File: config.mk
export PLATFORM = sky130hd
export DESIGN_NAME = nearest_base_delta_classifier_core_flat
export DESIGN_NICKNAME = d
export VERILOG_FILES = /design/src/hdl/nbdc_pkg.sv /design/src/hdl/nbdc_if.sv /design/src/hdl/nbdc_scan.sv /design/src/hdl/nbdc_record.sv /design/src/hdl/nbdc_stats.sv /design/src/hdl/nearest_base_delta_classifier_core.sv /design/src/flat_wrapper.sv
export SDC_FILE = /design/constraint.sdc
export NUM_CORES = 2
export LEC_CHECK = 0
export BUFFER_PORTS_ARGS = -buffer_cell sky130_fd_sc_hd__buf_2
export CAP_MARGIN = 5
export CORE_AREA = 3 3 467 469
export CTS_CLUSTER_SIZE = 8
export DETAILED_ROUTE_END_ITERATION = 16
export DIE_AREA = 0 0 470 472
export GPL_TIMING_DRIVEN = 0
export PLACE_DENSITY_LB_ADDON = 0.15
export SYNTH_ARGS = -nofsm -noshare
export SYNTH_HDL_FRONTEND = slang
export SYNTH_SLANG_ARGS = --single-unit
File: constraint.sdc
create_clock -name clk_i -period 16.5 [get_ports clk_i]
set_input_delay 3.3 -clock clk_i [delete_from_list [all_inputs] [get_ports clk_i]]
set_output_delay 3.3 -clock clk_i [all_outputs]
set_load 0.1 [all_outputs]
File: src/hdl/nbdc_pkg.sv
`timescale 1ns / 1ps
// ----------------------------------------------------------------------------
// nbdc_pkg
// Shared constants and types of the nearest-base delta classifier.
// ----------------------------------------------------------------------------
package nbdc_pkg;

  // Table geometry
  localparam int NUM_BASES       = 64;
  localparam int IDX_W           = 6;
  localparam int WORDS_PER_BLOCK = 16;
  localparam int POS_W           = (WORDS_PER_BLOCK > 1) ? $clog2(WORDS_PER_BLOCK) : 1;
  localparam int CNT_W           = 5;

  // Field widths
  localparam int WORD_W  = 32;
  localparam int LIMIT_W = 15;
  localparam int PACK_W  = 16;

  // Running best magnitude before the first compare
  localparam logic [WORD_W-1:0] NO_MATCH_MAG = 32'hFFFF_FFFF;
  localparam logic [LIMIT_W-1:0] LIMIT_RESET = 15'h7FFF;

  // APB register map
  localparam int PADDR_W = 3;
  localparam int PDATA_W = 32;
  localparam logic REG_DELTA_LIMIT = 1'b0;

  // Input beat kinds
  typedef enum logic {
    ACT_LOAD     = 1'b0,
    ACT_CLASSIFY = 1'b1
  } action_e;

  // Winner of one table scan
  typedef struct packed {
    logic [IDX_W-1:0]  idx;
    logic [WORD_W-1:0] base;
    logic [WORD_W-1:0] delta;
    logic [WORD_W-1:0] mag;
  } scan_res_t;

  // Record memory control
  typedef struct packed {
    logic             clr;
    logic [IDX_W-1:0] clr_idx;
    logic             rd;
    logic [IDX_W-1:0] rd_idx;
    logic             commit;
  } rec_ctrl_t;

  // Per-block statistics of the current word
  typedef struct packed {
    logic [CNT_W-1:0] inliers;
    logic [CNT_W-1:0] outliers;
    logic             same_run;
    logic             last;
  } stats_t;

endpackage

File: src/hdl/nbdc_if.sv
`timescale 1ns / 1ps
// ----------------------------------------------------------------------------
// nbdc_if
// Valid/ready channels for input beats and result beats.
// ----------------------------------------------------------------------------
interface nbdc_in_if import nbdc_pkg::*; ();
  logic              valid;
  logic              ready;
  action_e           action;
  logic [IDX_W-1:0]  base_index;
  logic [WORD_W-1:0] base_value;
  logic [WORD_W-1:0] cls_word;

  modport source (output valid, action, base_index, base_value, cls_word, input ready);
  modport sink   (input valid, action, base_index, base_value, cls_word, output ready);
endinterface

interface nbdc_out_if import nbdc_pkg::*; ();
  logic                     valid;
  logic                     ready;
  logic [IDX_W-1:0]         nearest_index;
  logic [WORD_W-1:0]        nearest_base;
  logic signed [WORD_W-1:0] delta;
  logic                     is_inlier;
  logic signed [PACK_W-1:0] packed_delta;
  logic [WORD_W-1:0]        outlier_value;
  logic [CNT_W-1:0]         inl_total;
  logic [CNT_W-1:0]         outl_total;
  logic                     same_run;
  logic                     last_of_block;
  logic [LIMIT_W-1:0]       base_largest_delta;

  modport source (output valid, nearest_index, nearest_base, delta, is_inlier, packed_delta,
                  outlier_value, inl_total, outl_total, same_run, last_of_block,
                  base_largest_delta, input ready);
  modport sink   (input valid, nearest_index, nearest_base, delta, is_inlier, packed_delta,
                  outlier_value, inl_total, outl_total, same_run, last_of_block,
                  base_largest_delta, output ready);
endinterface

File: src/hdl/nbdc_scan.sv
`timescale 1ns / 1ps
// ----------------------------------------------------------------------------
// nbdc_scan
// Base table memory and nearest-base search, one entry read per cycle.
// ----------------------------------------------------------------------------
module nbdc_scan import nbdc_pkg::*; (
  input  logic              clk_i,
  input  logic              rst_ni,
  input  logic              we_i,
  input  logic [IDX_W-1:0]  wr_idx_i,
  input  logic [WORD_W-1:0] wr_data_i,
  input  logic              start_i,
  input  logic [WORD_W-1:0] word_i,
  output logic              done_o,
  output scan_res_t         best_o
);

  localparam logic [IDX_W-1:0] LAST_IDX = IDX_W'(NUM_BASES - 1);

  logic [WORD_W-1:0] base_mem [NUM_BASES];

  logic              issue_q;
  logic [IDX_W-1:0]  addr_q;
  logic [WORD_W-1:0] rd_data_q;
  logic              s1_vld_q, s1_last_q;
  logic [IDX_W-1:0]  s1_idx_q;
  logic              s2_vld_q, s2_last_q;
  logic [IDX_W-1:0]  s2_idx_q;
  logic [WORD_W-1:0] s2_base_q, s2_delta_q;
  logic              done_q;
  scan_res_t         best_q;
  logic [WORD_W-1:0] s2_mag;

  // Memory: load writes, scan reads with registered data
  always_ff @(posedge clk_i) begin
    if (we_i) begin
      base_mem[wr_idx_i] <= wr_data_i;
    end
    if (issue_q) begin
      rd_data_q <= base_mem[addr_q];
    end
  end

  // Magnitude of the wrapped delta, 2^31 stays unsigned
  assign s2_mag = s2_delta_q[WORD_W-1] ? (WORD_W'(0) - s2_delta_q) : s2_delta_q;

  // Address sequencer and compare pipeline
  always_ff @(posedge clk_i or negedge rst_ni) begin
    if (!rst_ni) begin
      issue_q    <= 1'b0;
      addr_q     <= '0;
      s1_vld_q   <= 1'b0;
      s1_last_q  <= 1'b0;
      s1_idx_q   <= '0;
      s2_vld_q   <= 1'b0;
      s2_last_q  <= 1'b0;
      s2_idx_q   <= '0;
      s2_base_q  <= '0;
      s2_delta_q <= '0;
      done_q     <= 1'b0;
      best_q     <= '0;
    end else begin
      // read issue
      if (start_i) begin
        issue_q <= 1'b1;
        addr_q  <= '0;
      end else if (issue_q) begin
        addr_q <= addr_q + IDX_W'(1);
        if (addr_q == LAST_IDX) begin
          issue_q <= 1'b0;
        end
      end
      s1_vld_q  <= issue_q;
      s1_last_q <= issue_q && (addr_q == LAST_IDX);
      s1_idx_q  <= addr_q;
      // difference stage
      s2_vld_q   <= s1_vld_q;
      s2_last_q  <= s1_last_q;
      s2_idx_q   <= s1_idx_q;
      s2_base_q  <= rd_data_q;
      s2_delta_q <= rd_data_q - word_i;
      // strict less keeps the first of equal candidates
      if (start_i) begin
        best_q.mag <= NO_MATCH_MAG;
      end else if (s2_vld_q && (s2_mag < best_q.mag)) begin
        best_q.idx   <= s2_idx_q;
        best_q.base  <= s2_base_q;
        best_q.delta <= s2_delta_q;
        best_q.mag   <= s2_mag;
      end
      done_q <= s2_vld_q && s2_last_q;
    end
  end

  assign done_o = done_q;
  assign best_o = best_q;

endmodule

File: src/hdl/nbdc_record.sv
`timescale 1ns / 1ps
// ----------------------------------------------------------------------------
// nbdc_record
// Largest-delta record memory with read-modify-write of the winning entry.
// ----------------------------------------------------------------------------
module nbdc_record import nbdc_pkg::*; (
  input  logic               clk_i,
  input  logic               rst_ni,
  input  rec_ctrl_t          ctrl_i,
  input  logic [WORD_W-1:0]  mag_i,
  input  logic [LIMIT_W-1:0] limit_i,
  output logic [LIMIT_W-1:0] rec_o
);

  logic [LIMIT_W-1:0] rec_mem [NUM_BASES];
  logic [NUM_BASES-1:0] valid_q;
  logic [LIMIT_W-1:0] rd_data_q;
  logic               rd_vld_q;
  logic [IDX_W-1:0]   idx_q;
  logic [LIMIT_W-1:0] old_rec;
  logic [WORD_W-1:0]  limit_ext;

  // Memory port: read on request, write back on commit
  always_ff @(posedge clk_i) begin
    if (ctrl_i.rd) begin
      rd_data_q <= rec_mem[ctrl_i.rd_idx];
    end
    if (ctrl_i.commit) begin
      rec_mem[idx_q] <= rec_o;
    end
  end

  // Valid bits: an entry reads as zero after reset or a base load
  always_ff @(posedge clk_i or negedge rst_ni) begin
    if (!rst_ni) begin
      valid_q  <= '0;
      rd_vld_q <= 1'b0;
      idx_q    <= '0;
    end else begin
      if (ctrl_i.rd) begin
        rd_vld_q <= valid_q[ctrl_i.rd_idx];
        idx_q    <= ctrl_i.rd_idx;
      end
      if (ctrl_i.clr) begin
        valid_q[ctrl_i.clr_idx] <= 1'b0;
      end else if (ctrl_i.commit) begin
        valid_q[idx_q] <= 1'b1;
      end
    end
  end

  // Capped maximum update
  assign old_rec   = rd_vld_q ? rd_data_q : '0;
  assign limit_ext = WORD_W'(limit_i);

  always_comb begin
    if (mag_i >= limit_ext) begin
      rec_o = limit_i;
    end else if (mag_i > WORD_W'(old_rec)) begin
      rec_o = mag_i[LIMIT_W-1:0];
    end else begin
      rec_o = old_rec;
    end
  end

endmodule

File: src/hdl/nbdc_stats.sv
`timescale 1ns / 1ps
// ----------------------------------------------------------------------------
// nbdc_stats
// Per-block word position, inlier/outlier counts and all-equal tracking.
// ----------------------------------------------------------------------------
module nbdc_stats import nbdc_pkg::*; (
  input  logic              clk_i,
  input  logic              rst_ni,
  input  logic              upd_i,
  input  logic [WORD_W-1:0] word_i,
  input  logic              inlier_i,
  output stats_t            stats_o
);

  localparam logic [POS_W-1:0] LAST_POS = POS_W'(WORDS_PER_BLOCK - 1);

  logic [POS_W-1:0]  pos_q;
  logic [CNT_W-1:0]  inl_q, outl_q;
  logic              all_eq_q;
  logic [WORD_W-1:0] prev_q;
  logic              first;
  logic [CNT_W-1:0]  inl_base, outl_base;

  // Counts restart on the first word of a block
  assign first     = (pos_q == '0);
  assign inl_base  = first ? '0 : inl_q;
  assign outl_base = first ? '0 : outl_q;

  always_comb begin
    stats_o.inliers  = inl_base + CNT_W'(inlier_i);
    stats_o.outliers = outl_base + CNT_W'(!inlier_i);
    stats_o.same_run = first ? 1'b1 : (all_eq_q && (prev_q == word_i));
    stats_o.last     = (pos_q == LAST_POS);
  end

  // Commit on each delivered word
  always_ff @(posedge clk_i or negedge rst_ni) begin
    if (!rst_ni) begin
      pos_q    <= '0;
      inl_q    <= '0;
      outl_q   <= '0;
      all_eq_q <= 1'b1;
      prev_q   <= '0;
    end else if (upd_i) begin
      pos_q    <= stats_o.last ? '0 : pos_q + POS_W'(1);
      inl_q    <= stats_o.inliers;
      outl_q   <= stats_o.outliers;
      all_eq_q <= stats_o.same_run;
      prev_q   <= word_i;
    end
  end

endmodule

File: src/hdl/nearest_base_delta_classifier_core.sv
`timescale 1ns / 1ps
// ----------------------------------------------------------------------------
// nearest_base_delta_classifier_core
// Classifies words against a 64-entry global base table.
// ----------------------------------------------------------------------------
//  Channel | Dir | Handshake              | Beat
//  in_i    | in  | valid/ready            | load base or classify word
//  out_o   | out | valid/ready            | one result per classify beat
//  APB     | in  | psel/penable/pwrite    | delta_limit at byte address 0
//
//  A classify beat reads the base memory one entry per cycle, then reads
//  the record memory and writes it back. After reset all records read as
//  zero at once. A finished result waits in the output register; a new
//  beat is accepted meanwhile, and a classify beat stalls at write-back
//  until that register frees.
// ----------------------------------------------------------------------------
module nearest_base_delta_classifier_core import nbdc_pkg::*; (
  input  logic               clk_i,
  input  logic               rst_ni,
  nbdc_in_if.sink            in_i,
  nbdc_out_if.source         out_o,
  input  logic               psel,
  input  logic               penable,
  input  logic               pwrite,
  input  logic [PADDR_W-1:0] paddr,
  input  logic [PDATA_W-1:0] pwdata,
  output logic [PDATA_W-1:0] prdata,
  output logic               pready
);

  typedef enum logic [1:0] {
    ST_IDLE,
    ST_SCAN,
    ST_REC
  } state_e;

  state_e             state_q;
  logic [LIMIT_W-1:0] limit_q;
  logic [WORD_W-1:0]  word_q;

  logic      in_acc, out_free, is_load, is_class, commit, inlier;
  logic      scan_done;
  scan_res_t best;
  rec_ctrl_t rec_ctrl;
  logic [LIMIT_W-1:0] rec;
  stats_t    stats;

  // Output register
  logic                     ov_q;
  logic [IDX_W-1:0]         o_idx_q;
  logic [WORD_W-1:0]        o_base_q, o_delta_q, o_outl_q;
  logic                     o_inl_q, o_alleq_q, o_last_q;
  logic [PACK_W-1:0]        o_pack_q;
  logic [CNT_W-1:0]         o_icnt_q, o_ocnt_q;
  logic [LIMIT_W-1:0]       o_rec_q;

  // APB register file
  assign pready = 1'b1;
  assign prdata = (paddr[PADDR_W-1] == REG_DELTA_LIMIT) ? PDATA_W'(limit_q) : '0;

  always_ff @(posedge clk_i or negedge rst_ni) begin
    if (!rst_ni) begin
      limit_q <= LIMIT_RESET;
    end else if (psel && penable && pwrite && pready
                 && (paddr[PADDR_W-1] == REG_DELTA_LIMIT)) begin
      limit_q <= pwdata[LIMIT_W-1:0];
    end
  end

  // Handshake decode
  assign in_i.ready = (state_q == ST_IDLE);
  assign in_acc     = in_i.valid && in_i.ready;
  assign is_load    = in_acc && (in_i.action == ACT_LOAD);
  assign is_class   = in_acc && (in_i.action == ACT_CLASSIFY);
  assign out_free   = !ov_q || out_o.ready;
  assign commit     = (state_q == ST_REC) && out_free;
  assign inlier     = (best.mag <= WORD_W'(limit_q));

  // Base table and search
  nbdc_scan u_scan (
    .clk_i     (clk_i),
    .rst_ni    (rst_ni),
    .we_i      (is_load),
    .wr_idx_i  (in_i.base_index),
    .wr_data_i (in_i.base_value),
    .start_i   (is_class),
    .word_i    (word_q),
    .done_o    (scan_done),
    .best_o    (best)
  );

  // Record memory control
  always_comb begin
    rec_ctrl.clr     = is_load;
    rec_ctrl.clr_idx = in_i.base_index;
    rec_ctrl.rd      = scan_done;
    rec_ctrl.rd_idx  = best.idx;
    rec_ctrl.commit  = commit;
  end

  nbdc_record u_record (
    .clk_i   (clk_i),
    .rst_ni  (rst_ni),
    .ctrl_i  (rec_ctrl),
    .mag_i   (best.mag),
    .limit_i (limit_q),
    .rec_o   (rec)
  );

  nbdc_stats u_stats (
    .clk_i    (clk_i),
    .rst_ni   (rst_ni),
    .upd_i    (commit),
    .word_i   (word_q),
    .inlier_i (inlier),
    .stats_o  (stats)
  );

  // Sequencer and output register
  always_ff @(posedge clk_i or negedge rst_ni) begin
    if (!rst_ni) begin
      state_q   <= ST_IDLE;
      word_q    <= '0;
      ov_q      <= 1'b0;
      o_idx_q   <= '0;
      o_base_q  <= '0;
      o_delta_q <= '0;
      o_outl_q  <= '0;
      o_inl_q   <= 1'b0;
      o_alleq_q <= 1'b0;
      o_last_q  <= 1'b0;
      o_pack_q  <= '0;
      o_icnt_q  <= '0;
      o_ocnt_q  <= '0;
      o_rec_q   <= '0;
    end else begin
      // a commit refills the output register, an accepted beat empties it
      if (commit) begin
        ov_q <= 1'b1;
      end else if (out_o.ready) begin
        ov_q <= 1'b0;
      end
      case (state_q)
        ST_IDLE: begin
          if (is_class) begin
            word_q  <= in_i.cls_word;
            state_q <= ST_SCAN;
          end
        end
        ST_SCAN: begin
          if (scan_done) begin
            state_q <= ST_REC;
          end
        end
        ST_REC: begin
          if (commit) begin
            o_idx_q   <= best.idx;
            o_base_q  <= best.base;
            o_delta_q <= best.delta;
            o_inl_q   <= inlier;
            o_pack_q  <= inlier ? best.delta[PACK_W-1:0] : '0;
            o_outl_q  <= inlier ? '0 : word_q;
            o_icnt_q  <= stats.inliers;
            o_ocnt_q  <= stats.outliers;
            o_alleq_q <= stats.same_run;
            o_last_q  <= stats.last;
            o_rec_q   <= rec;
            state_q   <= ST_IDLE;
          end
        end
        default: state_q <= ST_IDLE;
      endcase
    end
  end

  assign out_o.valid              = ov_q;
  assign out_o.nearest_index      = o_idx_q;
  assign out_o.nearest_base       = o_base_q;
  assign out_o.delta              = o_delta_q;
  assign out_o.is_inlier          = o_inl_q;
  assign out_o.packed_delta       = o_pack_q;
  assign out_o.outlier_value      = o_outl_q;
  assign out_o.inl_total          = o_icnt_q;
  assign out_o.outl_total         = o_ocnt_q;
  assign out_o.same_run           = o_alleq_q;
  assign out_o.last_of_block      = o_last_q;
  assign out_o.base_largest_delta = o_rec_q;

endmodule
File: src/flat_wrapper.sv
// flat-port wrapper written by rule: the top's interface ports become plain ports
module nearest_base_delta_classifier_core_flat import nbdc_pkg::*;
  (clk_i, rst_ni, psel, penable, pwrite, paddr, pwdata, prdata, pready, in_i_valid, in_i_action, in_i_base_index, in_i_base_value, in_i_cls_word, in_i_ready, out_o_valid, out_o_nearest_index, out_o_nearest_base, out_o_delta, out_o_is_inlier, out_o_packed_delta, out_o_outlier_value, out_o_inl_total, out_o_outl_total, out_o_same_run, out_o_last_of_block, out_o_base_largest_delta, out_o_ready);
  nbdc_in_if in_i_i ();
  nbdc_out_if out_o_i ();
  input  logic clk_i;
  input  logic rst_ni;
  input  logic psel;
  input  logic penable;
  input  logic pwrite;
  input  logic [PADDR_W-1:0] paddr;
  input  logic [PDATA_W-1:0] pwdata;
  output logic [PDATA_W-1:0] prdata;
  output logic pready;
  input wire logic [$bits(in_i_i.valid)-1:0] in_i_valid;
  input wire logic [$bits(in_i_i.action)-1:0] in_i_action;
  input wire logic [$bits(in_i_i.base_index)-1:0] in_i_base_index;
  input wire logic [$bits(in_i_i.base_value)-1:0] in_i_base_value;
  input wire logic [$bits(in_i_i.cls_word)-1:0] in_i_cls_word;
  output wire logic [$bits(in_i_i.ready)-1:0] in_i_ready;
  output wire logic [$bits(out_o_i.valid)-1:0] out_o_valid;
  output wire logic [$bits(out_o_i.nearest_index)-1:0] out_o_nearest_index;
  output wire logic [$bits(out_o_i.nearest_base)-1:0] out_o_nearest_base;
  output wire logic [$bits(out_o_i.delta)-1:0] out_o_delta;
  output wire logic [$bits(out_o_i.is_inlier)-1:0] out_o_is_inlier;
  output wire logic [$bits(out_o_i.packed_delta)-1:0] out_o_packed_delta;
  output wire logic [$bits(out_o_i.outlier_value)-1:0] out_o_outlier_value;
  output wire logic [$bits(out_o_i.inl_total)-1:0] out_o_inl_total;
  output wire logic [$bits(out_o_i.outl_total)-1:0] out_o_outl_total;
  output wire logic [$bits(out_o_i.same_run)-1:0] out_o_same_run;
  output wire logic [$bits(out_o_i.last_of_block)-1:0] out_o_last_of_block;
  output wire logic [$bits(out_o_i.base_largest_delta)-1:0] out_o_base_largest_delta;
  input wire logic [$bits(out_o_i.ready)-1:0] out_o_ready;
  assign in_i_i.valid = in_i_valid;
  assign in_i_i.action = in_i_action;
  assign in_i_i.base_index = in_i_base_index;
  assign in_i_i.base_value = in_i_base_value;
  assign in_i_i.cls_word = in_i_cls_word;
  assign in_i_ready = in_i_i.ready;
  assign out_o_valid = out_o_i.valid;
  assign out_o_nearest_index = out_o_i.nearest_index;
  assign out_o_nearest_base = out_o_i.nearest_base;
  assign out_o_delta = out_o_i.delta;
  assign out_o_is_inlier = out_o_i.is_inlier;
  assign out_o_packed_delta = out_o_i.packed_delta;
  assign out_o_outlier_value = out_o_i.outlier_value;
  assign out_o_inl_total = out_o_i.inl_total;
  assign out_o_outl_total = out_o_i.outl_total;
  assign out_o_same_run = out_o_i.same_run;
  assign out_o_last_of_block = out_o_i.last_of_block;
  assign out_o_base_largest_delta = out_o_i.base_largest_delta;
  assign out_o_i.ready = out_o_ready;
  nearest_base_delta_classifier_core u_core (.clk_i(clk_i), .rst_ni(rst_ni), .in_i(in_i_i), .out_o(out_o_i), .psel(psel), .penable(penable), .pwrite(pwrite), .paddr(paddr), .pwdata(pwdata), .prdata(prdata), .pready(pready));
endmodule
# [Word level (Yosys, flattened, before mapping)]
# Memories as Yosys holds them, arrays and structs flattened. A register that Yosys moved wholly into a read port is not among the register bits.
# Index checks and enable logic that the tools add are counted.
[totals] regBits=504 latch_bits=0 ram_bits=3008 rom_bits=0 inputBits=113 out_inout_bits=181 word_cells=131 mem_count=2
[classes] addsub=6 mul=0 n_div=0 order_cmp=9 n_eq_ne=8 n_shift=0 muxes=36 n_bitwise=6 n_reduce_logical=26
[mem_list] name="u_core.u_scan.base_mem" words=64 width=32 read_ports=1 rd_clocked_by_memory_dff=1 write_ports=1 line="nbdc_scan.sv:20" text="logic [WORD_W-1:0] base_mem [NUM_BASES];"
[mem_list] name="u_core.u_record.rec_mem" words=64 width=15 read_ports=1 rd_clocked_by_memory_dff=1 write_ports=1 line="nbdc_record.sv:15" text="logic [LIMIT_W-1:0] rec_mem [NUM_BASES];"
[op_table] cell="$mux W32" n=4
[op_table] cell="$mux W64" n=2
[op_table] cell="$and A64 B64 Y64" n=1
[op_table] cell="$not A64 Y64" n=1
[op_table] cell="$or A64 B64 Y64" n=1
[op_table] cell="$mux W15" n=4
[op_table] cell="$eq A32 B32 Y1" n=1
[op_table] cell="$ge A32 B15 Y1" n=1
[op_table] cell="$gt A32 B15 Y1" n=1
[op_table] cell="$le A32 B15 Y1" n=1
[op_table] cell="$lt A32 B32 Y1" n=1
[op_table] cell="$sub A1 B32 Y32 const A" n=1
[op_table] cell="$sub A32 B32 Y32" n=1
[op_table] cell="$lt A6 B7 Y1 const B" n=3
[op_table] cell="$mux W16" n=1
[op_table] cell="$logic_and A1 B1 Y1" n=13
[op_table] cell="$mux W1" n=13
[op_table] cell="$demux W1 S6" n=2
[op_table] cell="$ge A6 B1 Y1 const B" n=2
[op_table] cell="$mux W6" n=2
[op_table] cell="$add A5 B1 Y5" n=2
[op_table] cell="$mux W5" n=2
[op_table] cell="$reduce_bool A2 Y1" n=4
[op_table] cell="$add A6 B1 Y6 const B" n=1
[op_table] cell="18 further kinds" n=26

# [Depth between registers and ports, before layout]
[depth] ltp_word=7 ltp_mapped=17 mapped_depth_nobuf=15

# [Hierarchy]
# Synthesis repeated with hierarchy kept, for this count alone.
[hier_totals] cells_unflattened=6927 area_unflattened_um2=140124.4
[modules_own_cells] mod="nbdc_scan" instances=1 cells_per_inst=3939 area_per_inst_um2=88041.9 seq_area_each_um2=67214.5
[modules_own_cells] mod="nbdc_record" instances=1 cells_per_inst=2045 area_per_inst_um2=41826.4 seq_area_each_um2=31054.8
[modules_own_cells] mod="nearest_base_delta_classifier_core" instances=1 cells_per_inst=748 area_per_inst_um2=7903.8 seq_area_each_um2=4923.5
[modules_own_cells] mod="nbdc_stats" instances=1 cells_per_inst=195 area_per_inst_um2=2352.3 seq_area_each_um2=1177.4

# [Least setup slack after synthesis]
# Ideal clock, no wire load.
[synth_timing] path_type="input to output" startpoint="input port paddr[2]" endpoint="output port prdata[10]" arrival_time_ns=4.748 setup_slack_ns=8.452 stages=2 n_path_buf=1 path_cell_list="clkbuf_1 nor2_1"
[synth_via] elab_chain_len=1
[synth_rtl] item="start: declaration" line="flat_wrapper.sv:11" text="input logic [PADDR_W-1:0] paddr;"
[synth_rtl] item="$mux W15" line="nearest_base_delta_classifier_core.sv:59" text="assign prdata = (paddr[PADDR_W-1] == REG_DELTA_LIMIT) ? PDATA_W'(limit_q) : '0;"
[synth_rtl] item="end: declaration" line="flat_wrapper.sv:13" text="output logic [PDATA_W-1:0] prdata;"
# Every way passes these cells.

# [Worst setup path after layout]
[layout_timing] startpoint="input port paddr[2]" endpoint="output port prdata[6]"
# The elaborated chain is that of the path after synthesis.

==> results.yml <==
status:
  status: "finished with violations"
  violations: "max-capacitance violations"
final_layout:
  n_fill_cell: 11260
  multi_input_area_um2: 33860
  num-nets-final: 7977
  drive_gt1_share_pct: 27.96
  areaGrowthSynthToFinish_pct: 15.49
  seq_area_um2: 104100
setup_path:
  r2r_setup_slack_ns: 10.67
  crit_path_end_kind: "primary output"
  path_delay_family: "buffers and inverters"
  reg2reg_from: "u_core.u_scan.s2_delta_q[4]"
  crit_required_ns: 13.20
  worstSetupStartpointType: "input pin"
  cp_slowest_cell: "buf_2"
  worst_path_largest_cell_delay_ns: 0.53
  crit_type: "input pin to primary output"
  cp.buffers_inverters: 3
  cp.arrival_ns: 4.65
  cp_max_fo: 10
  r2r_end: "u_core.u_scan.best_o[101]"
  reg2reg_depth: 15
  critPathMostFrequentCell: "buf_2"
  crit_chain: "buf_2 > clkbuf_1 > nor2_1 > buf_2"
logic_synthesis:
  synthSimpleGateAreaFrac_pct: 2.982
  synth_compound_area_share_pct: 2.269
  syn_area_per_cell_um2: 20.39
  synth_xor_area_share_pct: 0.5539
  synth_async_sr_flop_share_pct: 13.92
  yosys.area.top_type: "edfxtp_1"
  synth_edf_count: 3055
  synthAdderAreaFrac_pct: 0.9135
  ys_types: 75
  yosys_warnings: 0
  synth_area_um2: 139200
  synth_mux_area_share_pct: 17.06
  synth_seq_cells: 3549
  synth_top_area_share_pct: 65.93
  syn_inst: 6824
  ys_seq_area_share_pct: 74.82
  synth_flop_cell: "edfxtp_1"
  synth_top_family_by_area: "multiplexers"
  synth.area.top_cells: "edfxtp_1 66%, mux4_2 16%, dfrtp_1 8.6%, nand2_1 1.3%, o21ai_0 1.1%"
global_routing:
  grt_pass1_wl_mm: 568.4
  grt_use_total_pct: 36.47
  antenna_found_initial: 38
  grt_max_degree: 127
  grt_overflow_total: 0
  grt_pass1_vias: 76680
timing:
  hold_ws_ns: 0.3482
  fin_skew_ns: 0.09518
  setup_viol: 0
  timing.final.crit_share_pct: 48.19
  fin_setup_tns_ns: 0
  report.final.slew_viol_count: 0
  rsz0062_at_grt: "false"
  fmax_mhz: 125.8
  finalCriticalPeriod_ns: 7.952
  timing.slew.headroom_pct: 0.03808
  worst_slew_pin_slew_ns: 1.499
  finalHoldViolations: 0
clocking:
  cts_buffers: 493
  clk_pin_slew_ns: 0.05
  clock_path_buffers: 4
  cts_setup_buffers: 0
  cts_hold_buffers: 0
  htreeDepth: 5
  cts.sinks: 3549
  clk_latency_ns: 1.02
  clockRootBuffer: "clkbuf_16"
  cts_resized: 0
  cts_tree: "yes"
placement:
  portBuffers: 256
  gp_congestion: 0.9205
  hpwl_mm: 246.1
route:
  drtPass1Iterations: 7
  final_antenna_net_count: 0
  post_drt_wl_per_cell_um: 37.57
  drt-initial-drc-count: 11120
  vias: 76450
  routed_wl_mm: 401.7
  drc: 0
  viasPerCell: 7.148
pwr:
  leakage_nw: 54.02
  powerDensity_nw_per_um2: 179.3
  peakVddDrop_mv: 0.1509
run:
  maxCapViolations: 1
die:
  initial_core_util_pct: 64.90
  io_pins: 294
  rows: 170
  die_width_um: 470
  dieArea_um2: 221800
  dieHeight_um: 472
  core_um2: 214400
min_path:
  holdPathEnd: "u_core.u_scan.s2_idx_q[1]"
  min_path_cells: 0
  hold_path.class: "register to register"
  hp-start: "u_core.u_scan.s1_idx_q[1]"
## through the flow
stage	worst slack (ns)	std cells	cell area, um^2	total power, mW	utilization (%)
after detailed placement	8.544	10080	147300	19.84	68.69
after CTS	8.553	10650	160100	28.70	74.67
after floorplan	8.452	6840	139200	16.40	-
after global placement	2.587	9934	144000	19.58	67.18
after global routing	8.549	10680	160700	29.53	74.94
final	8.548	10690	160700	28.81	74.95
## metal layers
metal / vias up / share of wire, % / track usage (%)
met5: - / 0.052 / 0
met4: 30 / 6.2 / 19.12
met3: 1123 / 11 / 7.844
met2: 6156 / 49 / 57.69
met1: 39710 / 34 / 48.77
li1: 29430 / - / -
## kinds of logic (layout without fill, tap and decap cells)
kind of cell             count (synthesis)  count (layout)
flip-flops                            3549            3549
multiplexers                          1104            1104
AND/OR/NAND/NOR                        948             948
AO/OA/AOI/OAI                          535             535
buffers and inverters                  497            1497
adder cells (fa/ha/maj)                101             101
XOR/XNOR                                88              88
other                                    2              34
## layout by cell type, fill, tap and decap left out, types with 21 or more instances in the layout
master	synthesis	routed
a21oi_1	96	81
buf_1	100	99
buf_12	0	94
buf_2	2	256
buf_4	18	39
buf_6	0	23
clkbuf_1	276	335
clkbuf_16	0	495
dfrtp_1	478	478
edfxtp_1	3055	3055
ha_1	100	100
inv_1	101	101
mux2_2	93	93
mux4_2	1005	1005
nand2_1	495	495
nand3_1	54	54
nand4_1	21	21
nor2_1	201	116
nor2_2	0	21
nor2_4	0	64
nor3_1	45	45
o21ai_0	294	294
xnor2_1	65	65
xor2_1	23	23
## power breakdown
part	internal, mW	leakage [nW]	total (mW)	switching, mW
clock	5.26	6.26	8.80	3.54
sequential	10.4	33.7	10.8	0.403
combinational	3.74	14.1	9.24	5.50
## how the worst max path moves through the flow
stage	from	endpoint	slack (ns)	cells past startpoint
6_report	paddr[2]	prdata[6]	8.55	4
5_1_grt	paddr[2]	prdata[6]	8.55	4
4_1_cts	paddr[2]	prdata[6]	8.55	4
3_5_place_dp	paddr[2]	prdata[6]	8.54	4
3_3_place_gp	rst_ni	u_core.u_record.valid_q[36]	2.59	1
2_1_floorplan	paddr[2]	prdata[10]	8.45	2
## synthesized netlist by cell type (all sizes together) (7+ instances only)
cell,instances
inv,101
dfrtp,478
mux2,93
dfstp,16
nand3,54
nor2,201
nand2b,14
ha,100
a21o,17
o31ai,15
and3,20
edfxtp,3055
o21a,7
o41ai,9
mux4,1005
and2,12
nor2b,16
clkbuf,276
o21ai,304
o31a,15
or4,22
nand3b,8
buf,120
nor4,11
nor3,46
nand2,495
a32oi,13
xor2,23
a21oi,96
xnor2,65
or3,11
nand4,21
## state kept, by name, summed over array words and instances, names as in the netlist, 64 cells and up
name,cells
u_core.u_scan.base_mem,2048
u_core.u_record.rec_mem,960
u_core.u_scan.best_o,102
u_core.u_record.valid_q,64
## area by class of cell
class / instances / share of cell area [%]
well taps: 2838 / 2.210
plain buffers: 396 / 0.9740
inverters: 101 / 0.2359
flip-flops and latches: 3549 / 64.79
multi-input cells: 2794 / 21.07
diodes: 16 / 0.02491
repair buffers: 428 / 2.720
clock inverters: 12 / 0.1152
clock buffers: 560 / 7.860
(Power assumes the default switching activity.)
